--- src/design/aff_pkg.sv ---
// shared types and register codes for the affine cipher decrypt core
// no dependencies; used by the core and its checker
package aff_pkg;

  typedef enum logic [1:0] {
    CFG_MODULUS  = 2'd0,
    CFG_KEY_MULT = 2'd1,
    CFG_KEY_ADD  = 2'd2,
    CFG_SPARE    = 2'd3
  } cfg_idx_t;

  typedef enum logic [3:0] {
    ST_IDLE,
    ST_A_MOD,
    ST_DIV_WAIT,
    ST_E_INIT,
    ST_E_DIV,
    ST_E_MUL,
    ST_E_UPD,
    ST_INV_FIX,
    ST_B_SET,
    ST_CHECK,
    ST_DIFF,
    ST_PRODUCT,
    ST_P_MOD,
    ST_FIN,
    ST_DONE
  } state_t;

endpackage

--- src/design/aff_div_cell.sv ---
// one restoring division step: shifts in a dividend bit, subtracts divisor
// when it fits; registered hand-off to the next cell; uses nothing else
module aff_div_cell #(
  parameter int W = 16,
  parameter int N = 32
) (
  input  logic         clk,
  input  logic         rst_n,
  input  logic         in_vld,
  input  logic [W-1:0] in_rem,
  input  logic [N-1:0] in_num,
  input  logic [W-1:0] in_den,
  output logic         out_vld,
  output logic [W-1:0] out_rem,
  output logic [N-1:0] out_num,
  output logic [W-1:0] out_den
);

  logic         vld_r;
  logic [W-1:0] rem_r, rem_nxt;
  logic [N-1:0] num_r, num_nxt;
  logic [W-1:0] den_r;
  logic [W:0]   trial;
  logic         fits;

  always_comb begin
    trial   = {in_rem, in_num[N-1]};
    fits    = trial >= {1'b0, in_den};
    rem_nxt = fits ? W'(trial - {1'b0, in_den}) : trial[W-1:0];
    // quotient bits fill the low end as dividend bits leave the top
    num_nxt = {in_num[N-2:0], fits};
  end

  always_ff @(posedge clk) begin
    if (!rst_n) begin
      vld_r <= 1'b0;
    end else begin
      vld_r <= in_vld;
    end
    rem_r <= rem_nxt;
    num_r <= num_nxt;
    den_r <= in_den;
  end

  assign out_vld = vld_r;
  assign out_rem = rem_r;
  assign out_num = num_r;
  assign out_den = den_r;

endmodule

--- src/design/aff_div_chain.sv ---
// row of 2*W registered division cells; quotient and remainder come out of the last cell
// together with done; depends on aff_div_cell
module aff_div_chain #(
  parameter int W = 16
) (
  input  logic           clk,
  input  logic           rst_n,
  input  logic           start,
  input  logic [2*W-1:0] dividend,
  input  logic [W-1:0]   divisor,
  output logic           done,
  output logic [2*W-1:0] quotient,
  output logic [W-1:0]   remainder
);

  localparam int N = 2 * W;

  logic         vld [0:N];
  logic [W-1:0] rem [0:N];
  logic [N-1:0] num [0:N];
  logic [W-1:0] den [0:N];

  assign vld[0] = start;
  assign rem[0] = '0;
  assign num[0] = dividend;
  assign den[0] = divisor;

  for (genvar k = 0; k < N; k++) begin : g_cell
    aff_div_cell #(.W(W), .N(N)) u_cell (
      .clk     (clk),
      .rst_n   (rst_n),
      .in_vld  (vld[k]),
      .in_rem  (rem[k]),
      .in_num  (num[k]),
      .in_den  (den[k]),
      .out_vld (vld[k+1]),
      .out_rem (rem[k+1]),
      .out_num (num[k+1]),
      .out_den (den[k+1])
    );
  end

  assign done      = vld[N];
  assign quotient  = num[N];
  assign remainder = rem[N];

endmodule

--- src/design/affine_cipher_decrypt_core.sv ---
// affine decrypt: plain = ((c - b) * a^-1) mod m, ambiguous when m == 0 or gcd(a, m) != 1
// with a cached inverse a word makes two passes through the 2*SYMBOL_BITS-cell divider
// (c mod m, then the product mod m), none when ambiguous; one word in flight, next taken
// once the result is loaded for output; first word after a config write adds the inverse
// search: one a mod m pass, one divider pass per euclid step, plus one b mod m pass
// rst_n synchronous active low: registers reload m=26 a=1 b=0, inverse cache cleared
module affine_cipher_decrypt_core #(
  parameter int SYMBOL_BITS = 16
) (
  input  logic                              clk,
  input  logic                              rst_n,
  input  logic                              in_tvalid,
  output logic                              in_tready,
  // [SYMBOL_BITS-1:0] cipher_symbol
  input  logic [((SYMBOL_BITS+7)/8)*8-1:0]  in_tdata,
  output logic                              out_tvalid,
  input  logic                              out_tready,
  // [SYMBOL_BITS-1:0] plain_symbol
  output logic [((SYMBOL_BITS+7)/8)*8-1:0]  out_tdata,
  // [0] ambiguous
  output logic                              out_tuser,
  input  logic                              cfg_valid,
  output logic                              cfg_ready,
  input  aff_pkg::cfg_idx_t                 cfg_index,
  input  logic [SYMBOL_BITS-1:0]            cfg_data
);
  import aff_pkg::*;

  localparam int W  = SYMBOL_BITS;
  localparam int TW = ((SYMBOL_BITS + 7) / 8) * 8;

  state_t state_r, state_nxt, ret_r, ret_nxt;

  logic [W-1:0] mod_r, kmul_r, kadd_r;
  logic         inv_ok_r, amb_r;
  logic [W-1:0] inv_r, bm_r, c_r;
  logic [W-1:0] or_r, r_r;
  logic signed [W+1:0] os_r, s_r, qs_r;
  logic [W-1:0] dq_r, drem_r;
  logic [W:0]   diff_r;
  logic [2*W-1:0] prod_r;
  logic [W-1:0] plain_r;
  logic         res_amb_r;
  logic         out_vld_r;
  logic [W-1:0] out_plain_r;
  logic         out_amb_r;

  logic           div_start;
  logic [2*W-1:0] div_dvd;
  logic [W-1:0]   div_den;
  logic           div_done;
  logic [2*W-1:0] div_quo;
  logic [W-1:0]   div_rem;

  logic signed [2*W+2:0] qs_full;
  logic signed [W+1:0]   mod_s;
  logic [W:0]            sum;

  aff_div_chain #(.W(W)) u_div (
    .clk       (clk),
    .rst_n     (rst_n),
    .start     (div_start),
    .dividend  (div_dvd),
    .divisor   (div_den),
    .done      (div_done),
    .quotient  (div_quo),
    .remainder (div_rem)
  );

  wire in_acc  = in_tvalid && in_tready;
  wire out_free = !out_vld_r || out_tready;

  // next state
  always_comb begin
    state_nxt = state_r;
    ret_nxt   = ret_r;
    unique case (state_r)
      ST_IDLE: begin
        if (in_acc) begin
          state_nxt = (inv_ok_r || mod_r == '0) ? ST_CHECK : ST_A_MOD;
        end
      end
      ST_A_MOD: begin
        state_nxt = ST_DIV_WAIT;
        ret_nxt   = ST_E_INIT;
      end
      ST_DIV_WAIT: if (div_done) state_nxt = ret_r;
      ST_E_INIT:   state_nxt = ST_E_DIV;
      ST_E_DIV: begin
        if (r_r == '0) begin
          state_nxt = ST_INV_FIX;
        end else begin
          state_nxt = ST_DIV_WAIT;
          ret_nxt   = ST_E_MUL;
        end
      end
      ST_E_MUL:   state_nxt = ST_E_UPD;
      ST_E_UPD:   state_nxt = ST_E_DIV;
      ST_INV_FIX: begin
        state_nxt = ST_DIV_WAIT;
        ret_nxt   = ST_B_SET;
      end
      ST_B_SET:   state_nxt = ST_CHECK;
      ST_CHECK: begin
        if (amb_r || mod_r == '0) begin
          state_nxt = ST_DONE;
        end else begin
          state_nxt = ST_DIV_WAIT;
          ret_nxt   = ST_DIFF;
        end
      end
      ST_DIFF:    state_nxt = ST_PRODUCT;
      ST_PRODUCT: state_nxt = ST_P_MOD;
      ST_P_MOD: begin
        state_nxt = ST_DIV_WAIT;
        ret_nxt   = ST_FIN;
      end
      ST_FIN:     state_nxt = ST_DONE;
      ST_DONE:    if (out_free) state_nxt = ST_IDLE;
      default:    state_nxt = ST_IDLE;
    endcase
  end

  // divider requests and handshake outputs
  always_comb begin
    div_start = 1'b0;
    div_dvd   = '0;
    div_den   = mod_r;
    in_tready = (state_r == ST_IDLE);
    unique case (state_r)
      ST_A_MOD: begin
        div_start = 1'b1;
        div_dvd   = {{W{1'b0}}, kmul_r};
      end
      ST_E_DIV: begin
        div_start = (r_r != '0);
        div_dvd   = {{W{1'b0}}, or_r};
        div_den   = r_r;
      end
      ST_INV_FIX: begin
        div_start = 1'b1;
        div_dvd   = {{W{1'b0}}, kadd_r};
      end
      ST_CHECK: begin
        div_start = !(amb_r || mod_r == '0);
        div_dvd   = {{W{1'b0}}, c_r};
      end
      ST_P_MOD: begin
        div_start = 1'b1;
        div_dvd   = prod_r;
      end
      default: ;
    endcase
  end

  assign qs_full = $signed({1'b0, dq_r}) * s_r;
  assign mod_s   = $signed({2'b00, mod_r});
  assign sum     = {1'b0, drem_r} + {1'b0, mod_r} - {1'b0, bm_r};

  always_ff @(posedge clk) begin
    if (!rst_n) begin
      state_r   <= ST_IDLE;
      ret_r     <= ST_IDLE;
      mod_r     <= W'(26);
      kmul_r    <= W'(1);
      kadd_r    <= '0;
      inv_ok_r  <= 1'b0;
      amb_r     <= 1'b0;
      out_vld_r <= 1'b0;
    end else begin
      state_r <= state_nxt;
      ret_r   <= ret_nxt;
      if (cfg_valid) begin
        inv_ok_r <= 1'b0;
        unique case (cfg_index)
          CFG_MODULUS:  mod_r  <= cfg_data;
          CFG_KEY_MULT: kmul_r <= cfg_data;
          CFG_KEY_ADD:  kadd_r <= cfg_data;
          CFG_SPARE:    ;
          default:      ;
        endcase
      end
      if (state_r == ST_INV_FIX) begin
        amb_r <= (or_r != W'(1));
      end
      if (state_r == ST_B_SET) begin
        inv_ok_r <= 1'b1;
      end
      if (state_r == ST_DONE && out_free) begin
        out_vld_r <= 1'b1;
      end else if (out_tready) begin
        out_vld_r <= 1'b0;
      end
    end

    if (in_acc) c_r <= in_tdata[W-1:0];
    if (div_done) begin
      dq_r   <= div_quo[W-1:0];
      drem_r <= div_rem;
    end
    unique case (state_r)
      ST_E_INIT: begin
        or_r <= drem_r;
        r_r  <= mod_r;
        os_r <= (W+2)'(1);
        s_r  <= '0;
      end
      ST_E_MUL: qs_r <= qs_full[W+1:0];
      ST_E_UPD: begin
        or_r <= r_r;
        r_r  <= drem_r;
        os_r <= s_r;
        s_r  <= os_r - qs_r;
      end
      ST_INV_FIX: begin
        if (os_r < 0) begin
          inv_r <= W'(os_r + mod_s);
        end else if (os_r >= mod_s) begin
          inv_r <= W'(os_r - mod_s);
        end else begin
          inv_r <= os_r[W-1:0];
        end
      end
      ST_B_SET: bm_r <= drem_r;
      ST_CHECK: begin
        res_amb_r <= amb_r || mod_r == '0;
        plain_r   <= '0;
      end
      ST_DIFF:    diff_r <= (sum >= {1'b0, mod_r}) ? sum - {1'b0, mod_r} : sum;
      ST_PRODUCT: prod_r <= diff_r[W-1:0] * inv_r;
      ST_FIN:     plain_r <= drem_r;
      default: ;
    endcase
    if (state_r == ST_DONE && out_free) begin
      out_plain_r <= plain_r;
      out_amb_r   <= res_amb_r;
    end
  end

  assign cfg_ready  = 1'b1;
  assign out_tvalid = out_vld_r;
  assign out_tdata  = TW'(out_plain_r);
  assign out_tuser  = out_amb_r;

endmodule

--- config.mk ---
export PLATFORM = sky130hd
export DESIGN_NAME = affine_cipher_decrypt_core
export DESIGN_NICKNAME = d
export VERILOG_FILES = /design/src/design/aff_pkg.sv /design/src/design/aff_div_cell.sv /design/src/design/aff_div_chain.sv /design/src/design/affine_cipher_decrypt_core.sv
export SDC_FILE = /design/constraint.sdc
export NUM_CORES = 2
export LEC_CHECK = 0
export BUFFER_PORTS_ARGS = -buffer_cell sky130_fd_sc_hd__buf_2
export CAP_MARGIN = 25
export CORE_UTILIZATION = 50
export CTS_CLUSTER_DIAMETER = 200
export DETAILED_ROUTE_END_ITERATION = 10
export PLACE_DENSITY = 0.66
export SLEW_MARGIN = 40
export SYNTH_ARGS = -nofsm -noshare
export SYNTH_HDL_FRONTEND = slang
export SYNTH_HIERARCHICAL = 1
export SYNTH_SLANG_ARGS = --single-unit
--- constraint.sdc ---
create_clock -name clk -period 8.7 [get_ports clk]
set_clock_uncertainty 0.05 [all_clocks]
set_input_delay 1.74 -clock clk [delete_from_list [all_inputs] [get_ports clk]]
set_output_delay 1.74 -clock clk [all_outputs]
set_load 0.02 [all_outputs]
==> metrics.txt <==
GRT Util Overall 23.5%; Iter 0 DRT Violations 4817; final net count 10900; unrepaired setup endpoints after global routing false; final instance area 110000 um2; CTS resizes 0; H-Tree Depth 4; most frequent CP cell fa_1; Max-slew headroom 38.4%; largest net degree at the start of global routing 92; Max Root-Sink Buffers 3; CP Cell Sequence nand2_1 -> fa_1 -> fa_1 -> fa_1 -> fa_1 -> inv_1 -> fa_1 -> inv_1 -> fa_1 -> inv_1 -> ha_1 -> nor3_1 -> and3b_1 -> o211ai_1 -> a31oi_1 -> o21ai_0 -> a211o_1 -> o21ai_0 -> o21ai_0 -> xor2_1; slowest stage delay, CP 0.82 ns; Die W 451 um; crit path launch type flop; critical path class flop to flop; worst slew pin tran 0.915 ns; static leakage 47.1 nW; Hold Path Class flop to flop; final number of max-transition violations 0; endpoints failing hold 0; global route overflow 0; GPL Wtd Cong 0.919; vias in the first global route 68600; TritonRoute pass-1 iters 8; instance area at placement 103000 um2; Post-CTS Setup Bufs 0; DR WL/cell 19.2 um; CP top delay family adder cells; Hold Buf Count CTS 0; post-route ant nets 0; Synth Instances 9670; first-pass GRT wire length 380 mm; average size of a mapped cell 10.4 um2; clk sinks 1979; maximum VDD drop 0.231 mV; Via density 5.50; # port buffers 57; clk_lat worst skew 0.87 ns; # fillers 17300; layout cell share with drive strength beyond 1 11.6%; fmax 139 MHz; Ports 59; Pwr Density 391 nW/um2; Die Area 203000 um2; Max FO, Critical Path 16; TritonCTS clock tree built; Placement Rows 164; core area 200000 um2; arrival time worst endpoint 7.74 ns; final wirelength 241 mm; root buf cell clkbuf_16; final setup TNS 0 ns; Period minus WS final 7.19 ns; total CTS buffers 203; Die H 451 um; Slowest cell on crit path edfxtp_1; outcome complete, no violations; Worst EP required 9.25 ns; synthesis-to-layout area growth 9.59%; max cap viols 0; cell area after synthesis 101000 um2; clock transition at the registers of the reported paths 0.07 ns; Yosys Warn Count 6; via count 69000; placed wire-length estimate 185 mm; Worst Path Buf+Inv 3; final setup violating endpoints 0; Final Cycle Share 82.6%; Initial Util 50.4%; crit end category flop; initial antenna violation count 6; DRC 0
-- path summary, 6_finish.rpt --
| kind | from | endpoint | slack [ns] | cells after the start |
|---|---|---|---|---|
| worst max-delay path | diff_r[10] | prod_r[30] | 1.51 | 20 |
| worst min register to register | u_div/g_cell[0].u_cell/out_num[8] | u_div/g_cell[1].u_cell/out_num[9] | 0.24 | 0 |
| worst max register to register | diff_r[10] | prod_r[30] | 1.51 | 20 |
| worst min-delay path | u_div/g_cell[0].u_cell/out_num[8] | u_div/g_cell[1].u_cell/out_num[9] | 0.24 | 0 |
-- final cells by class --
class                           instances  area, um2  area share (%)
Antenna cell                            6       15.0          0.0136
Sequential cell                      1979      42100            38.1
Timing Repair Buffer                   84        531           0.480
Clock buffer                          269       5840            5.29
Clock inverter                        114       1560            1.41
Inverter                             1116       4190            3.80
Tap cell                             2656       3320            3.01
Multi-Input combinational cell       6325      52800            47.9
-- worst reg2reg max path, cell delays in order (launching register included) --
cell      delay (ns)
edfxtp_1        0.82
nand2_1         0.20
fa_1            0.54
fa_1            0.58
fa_1            0.45
fa_1            0.55
inv_1           0.05
fa_1            0.49
inv_1           0.05
fa_1            0.47
inv_1           0.04
ha_1            0.20
nor3_1          0.40
and3b_1         0.22
o211ai_1        0.13
a31oi_1         0.41
o21ai_0         0.25
a211o_1         0.29
o21ai_0         0.30
o21ai_0         0.26
xor2_1          0.19
-- sequential cells by signal, indices dropped and copies added, names as in the netlist, 18 cells and up --
| signal | count |
|---|---|
| os_r | 18 |
| u_div/g_cell.u_cell/out_num | 632 |
| u_div/g_cell.u_cell/out_den | 496 |
| u_div/g_cell.u_cell/out_rem | 512 |
| u_div/g_cell.u_cell/out_vld | 32 |
| qs_r | 18 |
| s_r | 18 |
| prod_r | 32 |
-- power by group --
part / switching (mW) / internal [mW] / leakage [nW] / total, mW
Combinational: 10.9 / 10.1 / 27.1 / 21.0
Clock: 3.81 / 5.46 / 3.57 / 9.27
Sequential: 1.36 / 11.5 / 16.4 / 12.9
Total: 16.0 / 27.1 / 47.1 / 43.1
-- per-stage QoR --
step | util (%) | setup slack (ns) | power [mW] | instances | hold WS, ns
final | 55.2 | 1.51 | 43.1 | 12500 | 0.242
after global routing | 55.2 | 1.05 | 46.0 | 12500 | 0.249
after CTS | 55.2 | 1.50 | 43.3 | 12500 | 0.235
after detailed placement | 51.5 | 1.50 | 33.7 | 12200 | 0.262
after global placement | 51.4 | 1.62 | 33.5 | 12200 | 0.260
after floorplan | - | 2.43 | 29.8 | 9702 | 0.260
-- cells in the final DEF (no fill, tap or decap), types with 62 or more instances in the layout --
cell type and n:
a31oi_1 72, ha_1 750, o31a_1 65, a21o_1 191, fa_1 354, o21bai_1 74
nor3b_1 62, edfxtp_1 248, xor2_1 72, mux2i_1 142, dfxtp_1 1730, inv_1 1114
mux2_2 250, a21oi_1 310, mux2_4 196, a211oi_1 74, nand4_1 70, o21a_1 146
and4_1 63, nor2b_1 110, and2_1 240, or3_1 70, nand3_1 248, nand2_1 705
clkbuf_16 216, xnor2_1 310, nor3_1 101, o21ai_0 244, nor2_1 502
-- routing by layer --
metal	GRT usage [%]	up-vias	part of all wire, %
met5	0	-	0
met4	11.7	0	5.2
met3	2.78	420	4.3
met2	38.8	1614	47
met1	30.5	33400	44
li1	-	33600	-
(Power assumes the default switching activity.)
